<file path="config.mk">
export PLATFORM = sky130hd
export DESIGN_NAME = lcd_mode_scanline_timer
export DESIGN_NICKNAME = d
export VERILOG_FILES = /design/src/lmst_pkg.sv /design/src/lmst_cfg.sv /design/src/lmst_step.sv /design/src/lcd_mode_scanline_timer.sv
export SDC_FILE = /design/constraint.sdc
export NUM_CORES = 1
export LEC_CHECK = 0
export ABC_AREA = 0
export ABC_CLOCK_PERIOD_IN_PS = 8500
export BUFFER_PORTS_ARGS = -buffer_cell sky130_fd_sc_hd__buf_2
export CELL_PAD_IN_SITES_DETAIL_PLACEMENT = 0
export CELL_PAD_IN_SITES_GLOBAL_PLACEMENT = 1
export CORE_ASPECT_RATIO = 1.4
export CORE_MARGIN = 2
export CORE_UTILIZATION = 43
export DETAILED_ROUTE_END_ITERATION = 6
export GPL_ROUTABILITY_DRIVEN = 0
export GPL_TIMING_DRIVEN = 0
export PLACE_DENSITY_LB_ADDON = 0.1
export SYNTH_ARGS = -nofsm -noshare
export SYNTH_HDL_FRONTEND = slang
export SYNTH_SLANG_ARGS = --single-unit
</file>
<file path="constraint.sdc">
create_clock -name clk -period 8.5 [get_ports clk]
set_input_delay 0.85 -clock clk [delete_from_list [all_inputs] [get_ports clk]]
set_output_delay 0.85 -clock clk [all_outputs]
set_load 0.005 [all_outputs]
</file>
<file path="src/lmst_pkg.sv">
// shared types and constants for the lcd mode and scanline timer
package lmst_pkg;

  // mode codes as seen on the mode output
  localparam logic [1:0] MODE_HBLANK = 2'd0;
  localparam logic [1:0] MODE_VBLANK = 2'd1;
  localparam logic [1:0] MODE_OAM    = 2'd2;
  localparam logic [1:0] MODE_XFER   = 2'd3;

  localparam int DOT_W  = 10;
  localparam int LINE_W = 8;
  localparam int ELAP_W = 8;

  // mode lengths in dots
  localparam logic [DOT_W-1:0] LEN_OAM    = 10'd80;
  localparam logic [DOT_W-1:0] LEN_XFER   = 10'd172;
  localparam logic [DOT_W-1:0] LEN_HBLANK = 10'd204;
  localparam logic [DOT_W-1:0] LEN_LINE   = 10'd456;
  localparam logic [DOT_W-1:0] DOT_MAX    = 10'd1023;

  localparam logic [LINE_W-1:0] FIRST_VBLANK_LINE = 8'd144;
  localparam logic [LINE_W-1:0] LAST_LINE         = 8'd153;

  // register file
  localparam int PADDR_W = 5;
  localparam int PDATA_W = 32;
  localparam int REG_IDX_W = 3;
  localparam logic [REG_IDX_W-1:0] REG_DISPLAY_ENABLE    = 3'd0;
  localparam logic [REG_IDX_W-1:0] REG_COMPARE_LINE      = 3'd1;
  localparam logic [REG_IDX_W-1:0] REG_HBLANK_INT_ENABLE = 3'd2;
  localparam logic [REG_IDX_W-1:0] REG_VBLANK_INT_ENABLE = 3'd3;
  localparam logic [REG_IDX_W-1:0] REG_OAM_INT_ENABLE    = 3'd4;
  localparam logic [REG_IDX_W-1:0] REG_MATCH_INT_ENABLE  = 3'd5;

  typedef struct packed {
    logic              display_enable;
    logic [LINE_W-1:0] compare_line;
    logic              hblank_int_enable;
    logic              vblank_int_enable;
    logic              oam_int_enable;
    logic              match_int_enable;
  } cfg_t;

  typedef struct packed {
    logic [1:0]        mode;
    logic [LINE_W-1:0] line;
    logic              coincidence;
    logic              render_strobe;
    logic              vblank_irq;
    logic              stat_irq;
  } result_t;

endpackage

</file>
<file path="src/lmst_cfg.sv">
// configuration register file behind the apb-style port
module lmst_cfg (
  input  logic                          clk,
  input  logic                          rst,
  input  logic                          psel,
  input  logic                          penable,
  input  logic                          pwrite,
  input  logic [lmst_pkg::PADDR_W-1:0]  paddr,
  input  logic [lmst_pkg::PDATA_W-1:0]  pwdata,
  output logic [lmst_pkg::PDATA_W-1:0]  prdata,
  output logic                          pready,
  output lmst_pkg::cfg_t                cfg
);

  logic                               wr_en;
  logic [lmst_pkg::REG_IDX_W-1:0]     reg_idx;

  assign pready  = 1'b1;
  assign wr_en   = psel && penable && pwrite;
  assign reg_idx = paddr[lmst_pkg::PADDR_W-1:2];

  always_ff @(posedge clk) begin
    if (rst) begin
      cfg <= '0;
    end else if (wr_en) begin
      case (reg_idx)
        lmst_pkg::REG_DISPLAY_ENABLE:    cfg.display_enable    <= pwdata[0];
        lmst_pkg::REG_COMPARE_LINE:      cfg.compare_line      <= pwdata[lmst_pkg::LINE_W-1:0];
        lmst_pkg::REG_HBLANK_INT_ENABLE: cfg.hblank_int_enable <= pwdata[0];
        lmst_pkg::REG_VBLANK_INT_ENABLE: cfg.vblank_int_enable <= pwdata[0];
        lmst_pkg::REG_OAM_INT_ENABLE:    cfg.oam_int_enable    <= pwdata[0];
        lmst_pkg::REG_MATCH_INT_ENABLE:  cfg.match_int_enable  <= pwdata[0];
        default: begin
        end
      endcase
    end
  end

  always_comb begin
    prdata = '0;
    case (reg_idx)
      lmst_pkg::REG_DISPLAY_ENABLE:    prdata[0] = cfg.display_enable;
      lmst_pkg::REG_COMPARE_LINE:      prdata[lmst_pkg::LINE_W-1:0] = cfg.compare_line;
      lmst_pkg::REG_HBLANK_INT_ENABLE: prdata[0] = cfg.hblank_int_enable;
      lmst_pkg::REG_VBLANK_INT_ENABLE: prdata[0] = cfg.vblank_int_enable;
      lmst_pkg::REG_OAM_INT_ENABLE:    prdata[0] = cfg.oam_int_enable;
      lmst_pkg::REG_MATCH_INT_ENABLE:  prdata[0] = cfg.match_int_enable;
      default:                         prdata = '0;
    endcase
  end

endmodule

</file>
<file path="src/lmst_step.sv">
// timing state (mode, line, dot counter) and its per-item update
module lmst_step (
  input  logic                        clk,
  input  logic                        rst,
  input  logic                        step_en,
  input  logic [lmst_pkg::ELAP_W-1:0] elapsed,
  input  lmst_pkg::cfg_t              cfg,
  output lmst_pkg::result_t           result
);

  logic [1:0]                  mode_reg, mode_next;
  logic [lmst_pkg::LINE_W-1:0] line_reg, line_next;
  logic [lmst_pkg::DOT_W-1:0]  dot_count, dot_next;

  logic [lmst_pkg::DOT_W:0]    dot_sum;
  logic [lmst_pkg::DOT_W-1:0]  dot_sat;
  logic [lmst_pkg::DOT_W-1:0]  len;
  logic                        reached;
  logic [lmst_pkg::LINE_W-1:0] line_inc;
  logic                        render, vblank, stat;

  // saturating dot accumulate
  assign dot_sum = {1'b0, dot_count} + {{(lmst_pkg::DOT_W+1-lmst_pkg::ELAP_W){1'b0}}, elapsed};
  assign dot_sat = dot_sum[lmst_pkg::DOT_W] ? lmst_pkg::DOT_MAX
                                            : dot_sum[lmst_pkg::DOT_W-1:0];
  assign line_inc = line_reg + 8'd1;

  always_comb begin
    case (mode_reg)
      lmst_pkg::MODE_OAM:    len = lmst_pkg::LEN_OAM;
      lmst_pkg::MODE_XFER:   len = lmst_pkg::LEN_XFER;
      lmst_pkg::MODE_HBLANK: len = lmst_pkg::LEN_HBLANK;
      default:               len = lmst_pkg::LEN_LINE;
    endcase
  end

  assign reached = (dot_sat >= len);

  always_comb begin
    mode_next = mode_reg;
    line_next = line_reg;
    dot_next  = reached ? (dot_sat - len) : dot_sat;
    render    = 1'b0;
    vblank    = 1'b0;
    stat      = 1'b0;
    if (reached) begin
      case (mode_reg)
        lmst_pkg::MODE_OAM: begin
          mode_next = lmst_pkg::MODE_XFER;
        end
        lmst_pkg::MODE_XFER: begin
          mode_next = lmst_pkg::MODE_HBLANK;
          render    = cfg.display_enable;
          stat      = cfg.hblank_int_enable;
        end
        lmst_pkg::MODE_HBLANK: begin
          line_next = line_inc;
          if (line_inc == lmst_pkg::FIRST_VBLANK_LINE) begin
            mode_next = lmst_pkg::MODE_VBLANK;
            vblank    = 1'b1;
            stat      = cfg.vblank_int_enable;
          end else begin
            mode_next = lmst_pkg::MODE_OAM;
            stat      = cfg.oam_int_enable ||
                        (cfg.match_int_enable && (line_inc == cfg.compare_line));
          end
        end
        default: begin
          // one vblank line done; wrap to the top after the last line
          if (line_inc > lmst_pkg::LAST_LINE) begin
            mode_next = lmst_pkg::MODE_OAM;
            line_next = '0;
          end else begin
            line_next = line_inc;
          end
        end
      endcase
    end
  end

  always_ff @(posedge clk) begin
    if (rst) begin
      mode_reg  <= lmst_pkg::MODE_HBLANK;
      line_reg  <= '0;
      dot_count <= '0;
    end else if (step_en) begin
      mode_reg  <= mode_next;
      line_reg  <= line_next;
      dot_count <= dot_next;
    end
  end

  always_comb begin
    result.mode          = mode_next;
    result.line          = line_next;
    result.coincidence   = (line_reg == cfg.compare_line);
    result.render_strobe = render;
    result.vblank_irq    = vblank;
    result.stat_irq      = stat;
  end

endmodule

</file>
<file path="src/lcd_mode_scanline_timer.sv">
// top level of the lcd mode and scanline timer
//
// channel   direction  handshake             payload
// input     in         in_valid / in_ready   elapsed[7:0]
// result    out        out_valid / out_ready mode[1:0] line[7:0] coincidence
//                                            render_strobe vblank_irq stat_irq
// config    in         apb psel/penable      paddr[4:0] pwdata[31:0] prdata[31:0]
//
// one item per cycle sustained while out_ready is high; results pass through
// (input register, then the state update and result register)
// the dot counter, mode and line advance in the cycle an item leaves the input register
// rst is synchronous and active high; it clears timing state, config and valid flags
// a stalled result holds the output register; the input register keeps taking items
// as long as it is empty or the result register is empty or drains in the same cycle
module lcd_mode_scanline_timer (
  input  logic                          clk,
  input  logic                          rst,
  // input item
  input  logic                          in_valid,
  output logic                          in_ready,
  input  logic [lmst_pkg::ELAP_W-1:0]   elapsed,
  // result item
  output logic                          out_valid,
  input  logic                          out_ready,
  output logic [1:0]                    mode,
  output logic [lmst_pkg::LINE_W-1:0]   line,
  output logic                          coincidence,
  output logic                          render_strobe,
  output logic                          vblank_irq,
  output logic                          stat_irq,
  // configuration port
  input  logic                          psel,
  input  logic                          penable,
  input  logic                          pwrite,
  input  logic [lmst_pkg::PADDR_W-1:0]  paddr,
  input  logic [lmst_pkg::PDATA_W-1:0]  pwdata,
  output logic [lmst_pkg::PDATA_W-1:0]  prdata,
  output logic                          pready
);

  lmst_pkg::cfg_t                cfg;
  lmst_pkg::result_t             result;
  lmst_pkg::result_t             out_reg;

  // input register
  logic                          s1_valid;
  logic [lmst_pkg::ELAP_W-1:0]   s1_elapsed;

  logic                          out_free;
  logic                          step_en;

  // result register is free when empty or being drained this cycle
  assign out_free = !out_valid || out_ready;
  // the item in the input register is processed when its result has a place to go
  assign step_en  = s1_valid && out_free;
  assign in_ready = !s1_valid || out_free;

  lmst_cfg u_cfg (
    .clk     (clk),
    .rst     (rst),
    .psel    (psel),
    .penable (penable),
    .pwrite  (pwrite),
    .paddr   (paddr),
    .pwdata  (pwdata),
    .prdata  (prdata),
    .pready  (pready),
    .cfg     (cfg)
  );

  lmst_step u_step (
    .clk     (clk),
    .rst     (rst),
    .step_en (step_en),
    .elapsed (s1_elapsed),
    .cfg     (cfg),
    .result  (result)
  );

  // valid flags
  always_ff @(posedge clk) begin
    if (rst) begin
      s1_valid  <= 1'b0;
      out_valid <= 1'b0;
    end else begin
      if (in_valid && in_ready) begin
        s1_valid <= 1'b1;
      end else if (step_en) begin
        s1_valid <= 1'b0;
      end
      if (step_en) begin
        out_valid <= 1'b1;
      end else if (out_ready) begin
        out_valid <= 1'b0;
      end
    end
  end

  // payload registers
  always_ff @(posedge clk) begin
    if (in_valid && in_ready) begin
      s1_elapsed <= elapsed;
    end
    if (step_en) begin
      out_reg <= result;
    end
  end

  assign mode          = out_reg.mode;
  assign line          = out_reg.line;
  assign coincidence   = out_reg.coincidence;
  assign render_strobe = out_reg.render_strobe;
  assign vblank_irq    = out_reg.vblank_irq;
  assign stat_irq      = out_reg.stat_irq;

endmodule

</file>
==> qor.txt, run 1 <==
Layout area overhead - 17.3%
DR DRC count - 0
CP top delay family - compound AO/OA/AOI/OAI gates
postcts setup bufs - 0
Yosys reg bits - 57
share of layout cells above drive strength 1 - 20.5%
H-tree depth - 3
total die area - 10500 um2
core area - 9410 um2
LEAKAGE - 0.00199 uW
CTS Buf Count - 9
RSZ-0062 raised after global routing - no
synthesized area - 4150 um2
largest net degree at the start of global routing - 24
data required time of the critical path - 8.58 ns
crit path time final - 4.62 ns
Max Freq - 217 MHz
Pwr Total - 949 uW
leading cell types in the layout, fill and taps excluded - buf_2 (55), nor2_1 (48), nand2_1 (35), dfxtp_1 (35), o21ai_0 (33)
final wirelength - 11000 um
grt total ovfl - 0
worst-margin pin slew - 1.35 ns
I/O Buffers - 47
type of the worst setup path - flop to flop
final hold violations - 0
Avg WL per Cell - 16.2 um
Hold WC Path Type - flop to flop
largest cells by area after synthesis - dfxtp_1 (17%), edfxtp_1 (16%), ha_1 (6.6%), buf_4 (4.7%), nor2_1 (4.3%)
1st-iter DRT viols - 171
critical path cell sequence - ha_1 > inv_1 > fa_1 > nand2b_1 > a21oi_1 > a211oi_1 > o21a_1 > nor2_1 > nor2_1 > ha_1 > fa_1 > nand2b_1 > a21oi_1 > o311a_1 > or3_4 > nor2_2 > buf_2 > nor2_1 > o22a_1
max FFs per register - 13
most common cell after layout, fill and taps aside - buf_2
CTS Root Cell - clkbuf_16
vias in the first global route - 3533
Filler Cell Count - 929
footprint of the multi-input gates - 2480 um2
post-synthesis cell count - 484
Critical Path Max Stage Delay - 0.39 ns
Final Skew - 0.00702 ns
max_cap viols - 0
Worst Setup Start Kind - flop
PD cells - 195 nW/um2
Hold Buf Count CTS - 0
HPWL Detailed - 8540 um
setup violators final - 0
Synth Flop Type - dfxtp_1
Top reg by flops - u_cfg.cfg
n_diodes - 0
# IOs - 101
DR vias - 3686
fraction of registers with async set/reset - 0%
global-route usage over all layers - 22.0%
status - finished, final reports clean
Yosys top cell area share - 16.9%
clk_lat worst skew - 0.34 ns
CTS-repair resized insts - 0
sequential area share after synthesis - 32.8%
initial core utilization - 44.1%
Ys Warns - 0
Max Root-Sink Buffers - 2
Final nets - 641
1st-pass router iterations - 5
synth unique cells - 71
cell taking the most area after synthesis - dfxtp_1
first-pass GRT wire length - 17500 um
top flop regs - u_cfg.cfg (13), u_step.dot_count (10)
Final period util - 54.3%
FF/Latch Area - 1360 um2
crit-path max FO - 10
Buf/Inv on CP - 2
Post-synth EDFFs - 22
CP max-delay cell - or3_4
Worst EP arrival - 4.70 ns
initial antenna violation count - 0
DR vias/cell - 5.42
setup_tns - 0 ns
FP Rows - 42
Max-slew headroom - 10.0%
CTS tree - built
max-slew violations - 0
clk slew on worst S/H paths - 0.05 ns
Avg Inst Size Synth - 8.56 um2
endpoint class of the critical path - flop
maximum vdd drop - 0.000109 V
Final Core Density - 51.7%
Crit path top cell by count - nor2_1
Post-DRT Antenna Nets - 0
Die H - 120 um
clk sink count - 57
Die X - 87.0 um
[metrics by stage]
stage / setup WS [ns] / hold slack, ns / cell area, um2 / std cells
after floorplan: 4.57 / 0.462 / 4230 / 507
after global placement: 3.91 / 0.496 / 4600 / 664
after detailed placement: 3.91 / 0.512 / 4600 / 664
after CTS: 3.88 / 0.519 / 4860 / 680
after global routing: 3.58 / 0.536 / 4860 / 680
final: 3.88 / 0.520 / 4860 / 680
[cells by family after synthesis]
| logic type | Yosys count | share of synthesized area (%) |
|---|---|---|
| compound gates | 128 | 20.4 |
| xor+xnor | 23 | 5.22 |
| fa+ha+maj | 24 | 7.61 |
| buf+inv | 68 | 9.33 |
| flops | 57 | 32.8 |
| mux | 18 | 4.44 |
| other cells | 2 | 0.181 |
| simple gates | 164 | 20.0 |
[layer usage]
layer  track usage (%)  share of wire (%)  wire length, um  vias up
met3              3.34                3.3              361       22
met2              39.5                 53             5880       86
met5                 0                  0                0        -
met4              11.8                3.8              418        0
met1              24.1                 40             4380     1720
li1                  -                  -                -     1858
[path summary, 6_finish.rpt]
check | startpoint | end | slack (ns) | cells past startpoint
setup reg to reg | s1_elapsed[0]$_DFFE_PP_ | mode[1]$_DFFE_PP_ | 3.88 | 19
hold reg to reg | s1_valid$_SDFFE_PP0P_ | out_valid$_SDFFE_PP0P_ | 0.52 | 2
hold / removal | s1_valid$_SDFFE_PP0P_ | out_valid$_SDFFE_PP0P_ | 0.52 | 2
setup / recovery | s1_elapsed[0]$_DFFE_PP_ | mode[1]$_DFFE_PP_ | 3.88 | 19
[worst reg2reg max path: cells and delay by family, from the launching register on]
kind,cells,cell delay [ns]
fa+ha+maj,4,0.82
buf+inv,2,0.39
compound gates,6,1.43
flops,1,0.37
simple gates,7,1.33
[cell usage after synthesis (3+ instances only)]
cell and instances:
nor3_1 12, xnor2_1 13, nand3_1 8, nand2_1 35, o311ai_1 4, and2_1 10
dfxtp_1 35, xor2_1 8, buf_2 8, nand4_1 4, o211ai_1 9, o21ai_0 33
o22ai_1 4, mux2i_1 15, nand3b_1 3, o31ai_1 7, inv_1 20, or3_1 4
clkbuf_1 10, a21oi_1 29, nand2b_1 11, nor2_1 48, o2111ai_1 3, buf_6 3
ha_1 22, o21ai_1 3, nor4_1 3, a31oi_1 5, nor2b_1 7, a211oi_1 5
buf_4 26, nor2_2 4, o21a_1 4, edfxtp_1 22
[power breakdown]
part | switching [uW] | internal, uW | leakage, uW | total (uW)
registers | 8.38 | 305 | 0.000496 | 313
clock network | 128 | 196 | 0.000131 | 323
logic | 188 | 124 | 0.00137 | 313
[cell type report]
type                    instances  area share [%]
plain buffers                  48            6.41
repair buffers                 47            4.84
flip-flops and latches         57            28.0
well taps                     110            2.83
inverters                      20            1.54
multi-input cells             382            51.1
clock buffers                  12            4.86
clock inverters                 4           0.437
No activity file was read; power rests on OpenSTA's default activity.
==> run 2, diff against run 1 <==
Settings changed: ABC_CLOCK_PERIOD_IN_PS 8500 to 3900, CORE_UTILIZATION 43 to 36.
Clock period 8.5 ns to 3.9 ns, I/O delays scaled along.
==> run 2 against run 1 <==
Net effect: the run now ends with negative setup slack left; routed wire length rose by 15%; clock power grew 130%; worst hold slack got worse by 0.30 ns; clock skew increased by 0.0024 ns; utilization decreased by 2.3 points; design area is 15% higher; via count grew 4.8%; largest cell class unchanged; highest routed layer unchanged.
==> qor.txt, run 2 (synthesized netlist as in run 1, its figures left out) <==
Final Instance Area - 5580 um2 (+15%)
data required time of the critical path - 3.97 ns (-4.61 ns)
critical path cell sequence - ha_4 > inv_2 > fa_2 > nand2b_4 > a21oi_4 > a211oi_2 > o21a_2 > buf_4 > o21ai_4 > ha_4 > o21ai_4 > a21oi_4 > o311a_1 > or3_4 > or2_4 > buf_8 > o21ai_1 > o211ai_1
Logic pwr share - 43.9% (+11 points)
HPWL Detailed - 9150 um (+7.1%)
Filler Cell Count - 1152 (+24%)
PD cells - 461 nW/um2 (+140%)
RSZ-0062 raised after global routing - yes
clock power share - 29.4% (-4.6 points)
clk_lat worst skew - 0.34 ns (about the same)
CP max-delay cell - or3_4
setup violators final - 11 (+11)
Top reg by flops - u_cfg.cfg
final hold violations - 0 (unchanged)
n_diodes - 0 (unchanged)
Post-DRT Antenna Nets - 0 (unchanged)
CTS tree - built
Die H - 131 um (+9.0%)
first-pass GRT wire length - 19700 um (+13%)
crit-path max FO - 7 (-3)
Max-slew headroom - 7.67% (-2.3 points)
I/O Buffers - 47 (unchanged)
Buf/Inv on CP - 3 (+1)
leading cell types in the layout, fill and taps excluded - buf_2 (52), buf_4 (52), nor2_1 (43), dfxtp_1 (34), nand2_1 (30)
core area - 11300 um2 (+20%)
Worst EP arrival - 4.07 ns (-0.63 ns)
Avg WL per Cell - 16.9 um (+4.0%)
max-slew violations - 0 (unchanged)
CTS Root Cell - clkbuf_16
Reg power frac - 26.6% (-6.4 points)
endpoint class of the critical path - flop
sw power - 900 uW (+180%)
maximum vdd drop - 0.000253 V (+130%)
worst-margin pin slew - 1.38 ns (+0.0348 ns)
CTS Buf Count - 9 (unchanged)
clk sink count - 57 (unchanged)
Hold WC Path Type - input pin to flop
LEAKAGE - 0.00225 uW (+13%)
initial core utilization - 36.7% (-7.3 points)
FP Rows - 46 (+9.5%)
crit path time final - 4.00 ns (-0.618 ns)
1st-iter DRT viols - 206 (+20%)
max_cap viols - 0 (unchanged)
clk slew on worst S/H paths - 0.06 ns (about the same)
Final Skew - 0.00938 ns (+0.00236 ns)
# IOs - 101 (unchanged)
largest net degree at the start of global routing - 24 (unchanged)
Max Freq - 250 MHz (+15%)
failing checks - negative setup slack
max FFs per register - 13 (unchanged)
type of the worst setup path - flop to flop
1st-pass router iterations - 4 (-1)
Critical Path Max Stage Delay - 0.41 ns (+0.02 ns)
initial antenna violation count - 0 (unchanged)
Final WS setup - -0.0994 ns (-3.98 ns)
grt total ovfl - 0 (unchanged)
DR DRC count - 0 (unchanged)
Layout area overhead - 34.5%
Pint - 1670 uW (+170%)
Placed Area - 4650 um2 (+1.0%)
status - complete, but fails checks
global-route usage over all layers - 21.1% (-0.82 points)
H-tree depth - 3 (unchanged)
DR vias/cell - 5.16 (-4.9%)
Final Core Density - 49.4% (-2.3 points)
share of layout cells above drive strength 1 - 32.4% (+12 points)
top flop regs - u_cfg.cfg (13), u_step.dot_count (10)
DR vias - 3862 (+4.8%)
final wirelength - 12700 um (+15%)
Max Root-Sink Buffers - 2 (unchanged)
Final period util - 103% (+48 points)
Hold Buf Count CTS - 0 (unchanged)
total die area - 12400 um2 (+19%)
Die X - 94.7 um (+8.9%)
CP top delay family - compound AO/OA/AOI/OAI gates
switch share - 35.0% (+0.85 points)
Final nets - 676 (+5.5%)
Worst Setup Start Kind - flop
vias in the first global route - 3726 (+5.5%)
-- run 2: layout make-up --
class | instances | area, um2 | share of cell area (%)
Clock inverter | 6 | 43.8 | 0.785
Timing Repair Buffer | 83 | 583 | 10.5
Buffer | 47 | 330 | 5.92
Inverter | 20 | 75.1 | 1.35
Clock buffer | 10 | 239 | 4.29
Sequential cell | 57 | 1360 | 24.4
Tap cell | 144 | 180 | 3.23
Multi-Input combinational cell | 382 | 2760 | 49.5
-- run 2: what timing repair did --
| item | 4_1_cts | 5_1_grt |
|---|---|---|
| pin swaps | 24 | 20 |
| endpoints found under the setup margin | 31 | 30 |
| resized for setup | 56 | 27 |
| setup buffers | 21 | 13 |
| gates cloned | 0 | 2 |
-- run 2: per-layer routing --
layer  routed length, um  track usage (%)  up-vias
li1                    -                -     1936
met1                4830             22.7     1830
met2                7180             41.5       78
met3                 378             2.75       18
met4                 264             7.42        0
met5                   0                0        -
-- run 2: path summary, 6_finish.rpt --
kind | start | end | slack, ns | depth (start not counted)
max | s1_elapsed[0]$_DFFE_PP_ | line[2]$_DFFE_PP_ | -0.1 | 18
min | elapsed[2] | s1_elapsed[2]$_DFFE_PP_ | 0.22 | 1
min reg2reg | s1_valid$_SDFFE_PP0P_ | out_valid$_SDFFE_PP0P_ | 0.52 | 2
max reg2reg | s1_elapsed[0]$_DFFE_PP_ | line[2]$_DFFE_PP_ | -0.1 | 18
-- run 2: per-stage QoR --
step                setup WS, ns  hold WS, ns  TNS (ns)  std cells  total power, uW
global route              -0.261        0.215     -4.79        749             2700
finish                   -0.0994        0.222    -0.496        749             2570
detailed placement        -0.724        0.506    -14.47        698             1390
global placement          -0.717        0.498    -14.45        698             1380
CTS                       -0.180        0.214     -2.01        735             2390
floorplan                 0.0110        0.462         0        507             1190
-- run 2: power groups by stage --
| stage | registers [uW] | clock network (uW) | logic [uW] |
|---|---|---|---|
| after floorplan | 691 | 0 | 500 |
| after global placement | 693 | 0 | 686 |
| after detailed placement | 695 | 0 | 692 |
| after CTS | 684 | 770 | 940 |
| after global routing | 689 | 791 | 1220 |
| final | 685 | 756 | 1130 |
==> run 3, diff against run 2 <==
Settings changed: CAP_MARGIN set to 40, CORE_ASPECT_RATIO 1.4 to 0.5, TNS_END_PERCENT set to 50.
==> run 3 against run 2 <==
Net effect: sequential power is essentially flat; the flow still finishes with violations (negative setup slack); critical endpoint unchanged; global-route usage shrank 2.3 points; utilization shrank 1.0 points.
==> qor.txt, run 3 (synthesized netlist as in run 1, its figures left out) <==
Hold WC Path Type - input pin to flop
leading cell types in the layout, fill and taps excluded - buf_2 (53), nor2_1 (45), buf_4 (43), dfxtp_1 (34), nand2_1 (33)
max-slew violations - 0 (unchanged)
crit-path max FO - 6 (-1)
CTS Buf Count - 9 (unchanged)
type of the worst setup path - flop to flop
Final Skew - 0.00675 ns (-0.00263 ns)
DP Worst Slack - -0.574 ns (+0.150 ns)
LEAKAGE - 0.00218 uW (-3.2%)
Post-DRT Antenna Nets - 0 (unchanged)
Die H - 79.9 um (-39%)
Hold Buf Count CTS - 0 (unchanged)
total die area - 12400 um2 (+0.32%)
n_diodes - 0 (unchanged)
grt total ovfl - 0 (unchanged)
1st-iter DRT viols - 219 (+6.3%)
crit path time final - 3.95 ns (-0.0458 ns)
most common cell after layout, fill and taps aside - buf_2
CTS Root Cell - clkbuf_16
vias in the first global route - 3449 (-7.4%)
CTS tree - built
core area - 11100 um2 (-1.5%)
DR vias/cell - 5.04 (-2.3%)
setup violators final - 5 (-6)
failing checks - negative setup slack
Final WS setup - -0.0536 ns (+0.0458 ns)
initial antenna violation count - 0 (unchanged)
Final nets - 663 (-1.9%)
data required time of the critical path - 3.96 ns (about the same)
maximum vdd drop - 0.000191 V (-24%)
clk slew on worst S/H paths - 0.05 ns (about the same)
FP Rows - 27 (-41%)
Final period util - 101% (-1.2 points)
Final Core Density - 48.4% (-1.0 points)
endpoint class of the critical path - flop
Max Freq - 253 MHz (+1.2%)
initial core utilization - 37.3% (+0.55 points)
Worst EP arrival - 4.01 ns (-0.06 ns)
final hold violations - 0 (unchanged)
PD cells - 444 nW/um2 (-3.7%)
Layout area overhead - 29.8%
status - complete, but fails checks
FF/Latch Area - 1360 um2 (unchanged)
Filler Cell Count - 1105 (-4.1%)
largest net degree at the start of global routing - 14 (-42%)
global-route usage over all layers - 18.8% (-2.3 points)
HPWL Detailed - 8410 um (-8.1%)
first-pass GRT wire length - 18000 um (-9.0%)
top flop regs - u_cfg.cfg (13), u_step.dot_count (10)
clk_lat worst skew - 0.34 ns (about the same)
share of layout cells above drive strength 1 - 29.6% (-2.8 points)
footprint of the multi-input gates - 2700 um2 (-2.4%)
1st-pass router iterations - 4 (unchanged)
RSZ-0062 raised after global routing - yes
clk sink count - 57 (unchanged)
DR DRC count - 0 (unchanged)
Avg WL per Cell - 15.7 um (-7.1%)
setup_tns - -0.175 ns (+0.321 ns)
Max-slew headroom - 49.0% (+41 points)
worst-margin pin slew - 0.764 ns (-0.621 ns)
H-tree depth - 3 (unchanged)
I/O Buffers - 47 (unchanged)
final wirelength - 11600 um (-8.6%)
# IOs - 101 (unchanged)
max FFs per register - 13 (unchanged)
Die X - 156 um (+64%)
Worst Setup Start Kind - flop
Top reg by flops - u_cfg.cfg
max_cap viols - 0 (unchanged)
DR vias - 3712 (-3.9%)
Max Root-Sink Buffers - 2 (unchanged)
==> run 3: metrics by stage <==
| step | total power (uW) | hold WS (ns) | std cells | area, um2 |
|---|---|---|---|---|
| 2_1_floorplan | 1190 | 0.462 | 507 | 4240 |
| 3_3_place_gp | 1380 | 0.496 | 699 | 4650 |
| 3_5_place_dp | 1370 | 0.499 | 700 | 4670 |
| 4_1_cts | 2250 | 0.219 | 727 | 5160 |
| 5_1_grt | 2510 | 0.220 | 737 | 5380 |
| 6_report | 2390 | 0.225 | 737 | 5380 |
==> run 3: final cells by class <==
class	count	share of cell area, %
repair buffers	70	8.44
plain buffers	47	6.00
flip-flops and latches	57	25.3
clock buffers	14	5.12
inverters	20	1.40
clock inverters	2	0.186
well taps	145	3.37
multi-input cells	382	50.2
==> run 3: worst paths after layout <==
| kind | startpoint | end | slack [ns] | cells past startpoint |
|---|---|---|---|---|
| max | s1_elapsed[0]$_DFFE_PP_ | line[2]$_DFFE_PP_ | -0.05 | 18 |
| min | elapsed[3] | s1_elapsed[3]$_DFFE_PP_ | 0.23 | 1 |
| max reg2reg | s1_elapsed[0]$_DFFE_PP_ | line[2]$_DFFE_PP_ | -0.05 | 18 |
| min reg2reg | u_cfg.cfg[2]$_SDFFE_PP0P_ | u_cfg.cfg[2]$_SDFFE_PP0P_ | 0.50 | 2 |
==> run 3: power by group <==
group,switching (uW),leakage [uW],total (uW),internal (uW)
clock,274,0.000142,758,484
combinational,499,0.00154,947,447
sequential,20.1,0.000497,684,664
==> run 3: critical path, cell delays in order (launching register included) <==
cell      delay, ns
edfxtp_1       0.33
ha_2           0.19
inv_2          0.04
fa_2           0.34
nand2b_4       0.16
a21oi_4        0.16
a211oi_2       0.07
o21a_2         0.28
buf_4          0.16
o21ai_2        0.15
ha_1           0.29
o21ai_2        0.10
a21oi_4        0.05
o311a_1        0.31
or3_4          0.40
or2_4          0.30
buf_8          0.15
o21ai_2        0.05
o211ai_1       0.14
==> run 3: repair_timing <==
| action | CTS | global route |
|---|---|---|
| resized for setup | 30 | 31 |
| pin swaps | 14 | 21 |
| endpoints found under the hold margin | 0 | 0 |
| cloned | 0 | 2 |
| buffers inserted | 11 | 9 |
| setup endpoints to repair | 30 | 30 |
==> run 3: metal layers <==
metal | track usage [%] | wire (um) | up-vias
met3 | 4.67 | 616 | 14
li1 | - | - | 1903
met5 | 0 | 0 | -
met2 | 30.3 | 4960 | 92
met1 | 25.4 | 5870 | 1703
met4 | 4.86 | 114 | 0
